### src/sv/rbt_pkg.sv
// Package with shared types and codes of the retransmit buffer table.
package rbt_pkg;

	typedef enum logic [1:0] {
		MODE_INSERT = 2'd0,
		MODE_REMOVE = 2'd1,
		MODE_POLL   = 2'd2,
		MODE_NONE   = 2'd3
	} mode_t;

	typedef enum logic [1:0] {
		ST_NOTHING = 2'd0,
		ST_RESEND  = 2'd1,
		ST_FINAL   = 2'd2,
		ST_EVICTED = 2'd3
	} status_t;

	localparam logic CFG_CAPACITY    = 1'b0;
	localparam logic CFG_RETRY_LIMIT = 1'b1;

	typedef struct packed {
		mode_t       mode;
		logic [47:0] sequence_req;
		logic [15:0] pkt_handle;
		logic [31:0] now;
		logic [31:0] send_before;
	} req_t;

endpackage

### src/sv/rbt_front.sv
// Front part: accepts requests and queues them for the table engine.
module rbt_front import rbt_pkg::*; (
	input  logic        clk,
	input  logic        arst_n,
	input  logic        in_valid,
	output logic        in_stall,
	input  req_t        in_req,
	output logic        q_valid,
	input  logic        q_take,
	output req_t        q_req
);

	// Two-entry queue.
	req_t       mem_q [2];
	logic       wptr_q, rptr_q;
	logic [1:0] cnt_q;
	logic       push, pop;

	assign in_stall = cnt_q[1];
	assign push     = in_valid && !in_stall;
	assign q_valid  = cnt_q != 2'd0;
	assign pop      = q_valid && q_take;
	assign q_req    = mem_q[rptr_q];

	always_ff @(posedge clk) begin
		if (push) begin
			mem_q[wptr_q] <= in_req;
		end
	end

	always_ff @(posedge clk or negedge arst_n) begin
		if (!arst_n) begin
			wptr_q <= 1'b0;
			rptr_q <= 1'b0;
			cnt_q  <= 2'd0;
		end else begin
			if (push) wptr_q <= ~wptr_q;
			if (pop) rptr_q <= ~rptr_q;
			cnt_q <= cnt_q + {1'b0, push} - {1'b0, pop};
		end
	end

endmodule

### config.mk
export PLATFORM = sky130hd
export DESIGN_NAME = rbt_front
export DESIGN_NICKNAME = d
export VERILOG_FILES = /design/src/sv/rbt_pkg.sv /design/src/sv/rbt_front.sv
export SDC_FILE = /design/constraint.sdc
export NUM_CORES = 1
export LEC_CHECK = 0
export ABC_CLOCK_PERIOD_IN_PS = 17850
export BUFFER_PORTS_ARGS = -buffer_cell sky130_fd_sc_hd__buf_4
export CORE_MARGIN = 2
export CORE_UTILIZATION = 45
export CTS_BUF_LIST = sky130_fd_sc_hd__clkbuf_8
export CTS_CLUSTER_DIAMETER = 200
export CTS_CLUSTER_SIZE = 14
export DETAILED_ROUTE_END_ITERATION = 12
export PLACE_DENSITY = 0.77
export SYNTH_ARGS = -nofsm -noshare
export SYNTH_HDL_FRONTEND = slang
export SYNTH_SLANG_ARGS = --single-unit
### constraint.sdc
create_clock -name clk -period 17.85 [get_ports clk]
set_input_delay 0.8925 -clock clk [delete_from_list [all_inputs] [get_ports clk]]
set_output_delay 0.8925 -clock clk [all_outputs]
set_load 0.1 [all_outputs]
Yosys cells after proc, flatten, opt, wreduce, memory -nomap -nowiden
Memory sizes are Yosys's and may differ from the RTL's. Cells that the tools add are included.

Bits in registers: 4. Bits in writable memories: 260. Bits of input ports: 134. Output and inout bits: 132. Memories: 1.

Add/sub/neg operators: 2. Mux-type cells: 2. Bitwise operators: 2. Reductions and logical operators: 4.

Memories: mem_q (words 2, bits a word 130, rd ports 1, clocked after Yosys merged registers in 0, write ports 1, line rbt_front.sv:14) `req_t mem_q [2];`.

Operator list (count): adder 2 x 1 -> 2 bit (1); logical AND 1 bit (2); two-way mux 1 bit (2); NOT 1 bit (2); nonzero test 2 bit (1); subtractor 2 x 1 -> 2 bit (1); zero test 1 bit (1).

Logic depth before layout (Yosys ltp)
Word-level depth: 4. Gate-level depth with buffers: 5. Gate-level depth less buffers: 5.

Least setup slack after synthesis
Ideal clock, no wire load.

Path kind: register to register. Start: register cnt_q[1]. End: memory mem_q[0][0] (netlist bit) (enable). Library setup time: 0.621 ns. Arrival time: 6.534 ns. Data required time: 17.229 ns. Setup slack: 10.694 ns. Cell stages (with the launch flop): 3. Buffers on the path: 0. Clock period less this slack: 7.156 ns. Cell sequence: dfrtp_1 > nand2b_1 > nor2_1.

Cells in the longest elaborated chain, start to end: 4.

RTL lines: start, declared (line rbt_front.sv:16) `logic [1:0] cnt_q;`; start signal, assigned (line rbt_front.sv:39) `cnt_q <= cnt_q + {1'b0, push} - {1'b0, pop};`; zero test 1 bit (line rbt_front.sv:20) `assign push = in_valid && !in_stall;`; logical AND 1 bit (line rbt_front.sv:20); two-way mux 1 bit (line rbt_front.sv:26) `if (push) begin`; two-way mux 1 bit (not written as such) (line rbt_front.sv:27) `mem_q[wptr_q] <= in_req;`; end, declared (line rbt_front.sv:14).

Every way passes these cells.

==> impl_results.md <==
* Slowest CP cell: buf_4
* Routing usage on met3 at 4.21%
* Post-CTS setup buffers at 0
* Setup violators final at 0
* HP Class: primary input to asynchronous set/reset pin
* Slew headroom at between 20% and 30%
* Post-DP HPWL at roughly 13000 um
* Setup repair after global routing missed its margin: no
* Crit Path Class: register to output pin
* PostCTS Resize Cnt at 0
* FFs w/ async S/R, synth at between 1.5 and 2%
* Minimum clock period at around 3.6 ns
* Gp weighted congestion at ~0.76
* Root Buffer: clkbuf_8
* Worst skew pair latency at 0.52 ns
* DIE HEIGHT at ~150 um
* Vias in the first global route at approximately 5300
* 1st-iter DRT viols at between 200 and 300
* Num rows at 54
* Final Hold Fails at 0
* Largest net degree at the start of global routing at 77
* Reg2reg end: mem_q[1][114]
* Starting density of the core at 45.8%
* Post-Syn Area per Cell at about 23 sq um
* GR Util met2 at 27.1%
* Fin cells at 993
* CTS tree: done
* Port bufs at 265
* # hold bufs at CTS at 0
* Layout area overhead at 26.3%
* Avg WL per Cell at between 15 and 20 um
* Critical path capture point type: output pin
* Multi-input logic area at 1910 sq um
* Mapped Nets at between 500 and 600
* ANT cells at 0
* Post-route setup TNS at 0 ns
* Fill count at between 1500 and 2000
* Layer with the highest usage: met2
* DP Cell Count at roughly 960
* # clock sinks at about 260
* GRT Resource Usage Total at around 15%
* Fraction of layout cells with a size suffix above 1 at roughly 60%
* Mapped Area at approximately 10000 sq um
* Post-synth EDFFs at 260
* Sequential cell area at around 8000 sq um
* Synthesized instance count at about 430
* GRT overflow at 0
* Synth cell types at 18
* Period utilization at between 20 and 25%
* RR Startpoint: cnt_q[1]
* Vias per inst at roughly 5
* Ranking of synthesized cells by area: edfxtp_1 (78%), mux2_4 (14%), mux2_2 (4.5%)
* Data required time of the critical path at between 15 and 20 ns
* Core area at ~22000 sq um
* Synth top cells by count: edfxtp_1 (260), mux2_4 (90), mux2_2 (40), buf_6 (10)
* Cell taking the most area after synthesis: edfxtp_1
* Die area at 23300 sq um
* Max clock buf depth at 3
* Max Cap Viol at 0
* Most common cell in the netlist: edfxtp_1
* Antenna Nets Post-Route at 0
* Yosys warns at 0
* Initial antenna violation count at 0
* Post-synth top area share at roughly four fifths
* Startpoint Class: register
* Critical-path cell list: buf_4 -> mux2_4 -> buf_4
* Status: finished, final reports clean
* Cts bufs inserted at 22
* Net count, final at 840
* Routed vias at 4868
* Most used DFF post-synth: edfxtp_1
* Flop-to-flop setup slack at about 16 ns
* Critical path arrival at about 2.7 ns
* Most frequent cell on the critical path: buf_4
* Synth Register Bits at 264
* Crit path largest cell delay at just under 0.9 ns
* Worst-path clk slew at about 0.090 ns
* Final setup skew at approximately 0.015 ns
* DRC Markers at 0
* Fmax at 279 MHz
* Max-slew violations at 0
* Die W at around 150 um
* Slew at the pin with the worst max-slew slack at about 1.1 ns
* # IOs at about 270
* M1 GR Usage at about a fifth
* Worst-path fanout max at 60
* R2R depth at 3
* Drt pass-1 iters at 4
* Routed wire length at between 15000 and 20000 um
* CTS H-tree lvls at 1
* First-pass GRT wire length at between 20000 and 30000 um
* Sequential area share after synthesis at 79.4%
==> per-stage QoR <==
| step | util, % | hold slack (ns) | cell area [sq um] | setup slack, ns |
|---|---|---|---|---|
| floorplan | - | 0.468 | 9960 | 10.69 |
| finish | 57.8 | 0.144 | 12600 | 14.26 |
| detailed placement | 56.1 | 0.556 | 12200 | 14.82 |
| global placement | 56.1 | 0.525 | 12200 | 14.85 |
| CTS | 57.8 | 0.101 | 12600 | 14.22 |
| global route | 57.8 | 0.111 | 12600 | 14.13 |
==> cell type report <==
type                       instances  area share (%)
clock buffer                      24            2.63
clock inverter                     8           0.239
inverter                           1          0.0299
multi-input combinational        145            15.2
sequential                       264            62.9
tap                              280            2.79
timing repair buffer             271            16.2
==> registers in the layout, summed over array words and instances (netlist names) <==
register,cells
cnt_q,2
mem_q,260
rptr_q,1
wptr_q,1
==> layer usage <==
layer	wire, um	part of all wire (%)
met1	7440	40
met2	9390	50
met3	1500	8.0
met4	356	1.9
met5	0	0
==> cell usage in the layout, fill, tap and decap left out, types with 3 or more instances in the layout <==
cell,count
buf_4,271
edfxtp_1,260
mux2_2,40
dfrtp_1,3
inv_1,9
clkbuf_8,24
mux2_4,90
==> kinds of logic after synthesis <==
| logic type | Yosys count | synth area share (%) |
|---|---|---|
| xor gates and xnor gates | 3 | 0.264 |
| AOI/OAI and AO/OA | 3 | 0.214 |
| DFF | 264 | 79.4 |
| and+or+nand+nor | 8 | 0.377 |
| buffers and inverters | 16 | 1.52 |
| muxes | 130 | 18.1 |
| adders and majority gates | 1 | 0.126 |
==> worst max-delay path by stage <==
stage,from,end,slack (ns),cells past startpoint
after floorplan,cnt_q[1],mem_q[0][0],10.69,2
after global placement,rptr_q,q_req[107],14.85,3
after CTS,rptr_q,q_req[107],14.22,3
final,rptr_q,q_req[107],14.26,3
after global routing,rptr_q,q_req[107],14.13,3
after detailed placement,rptr_q,q_req[107],14.82,3
==> worst max-delay path: cells and delay by family, from the launching register on <==
kind | cells | cell delay, ns
buffers and inverters | 2 | 1.18
flip-flops | 1 | 0.61
multiplexers | 1 | 0.32
Power is left out: the tool's default activity adds up to more than one toggle a clock period on the data nets, which glitch-free logic cannot reach.
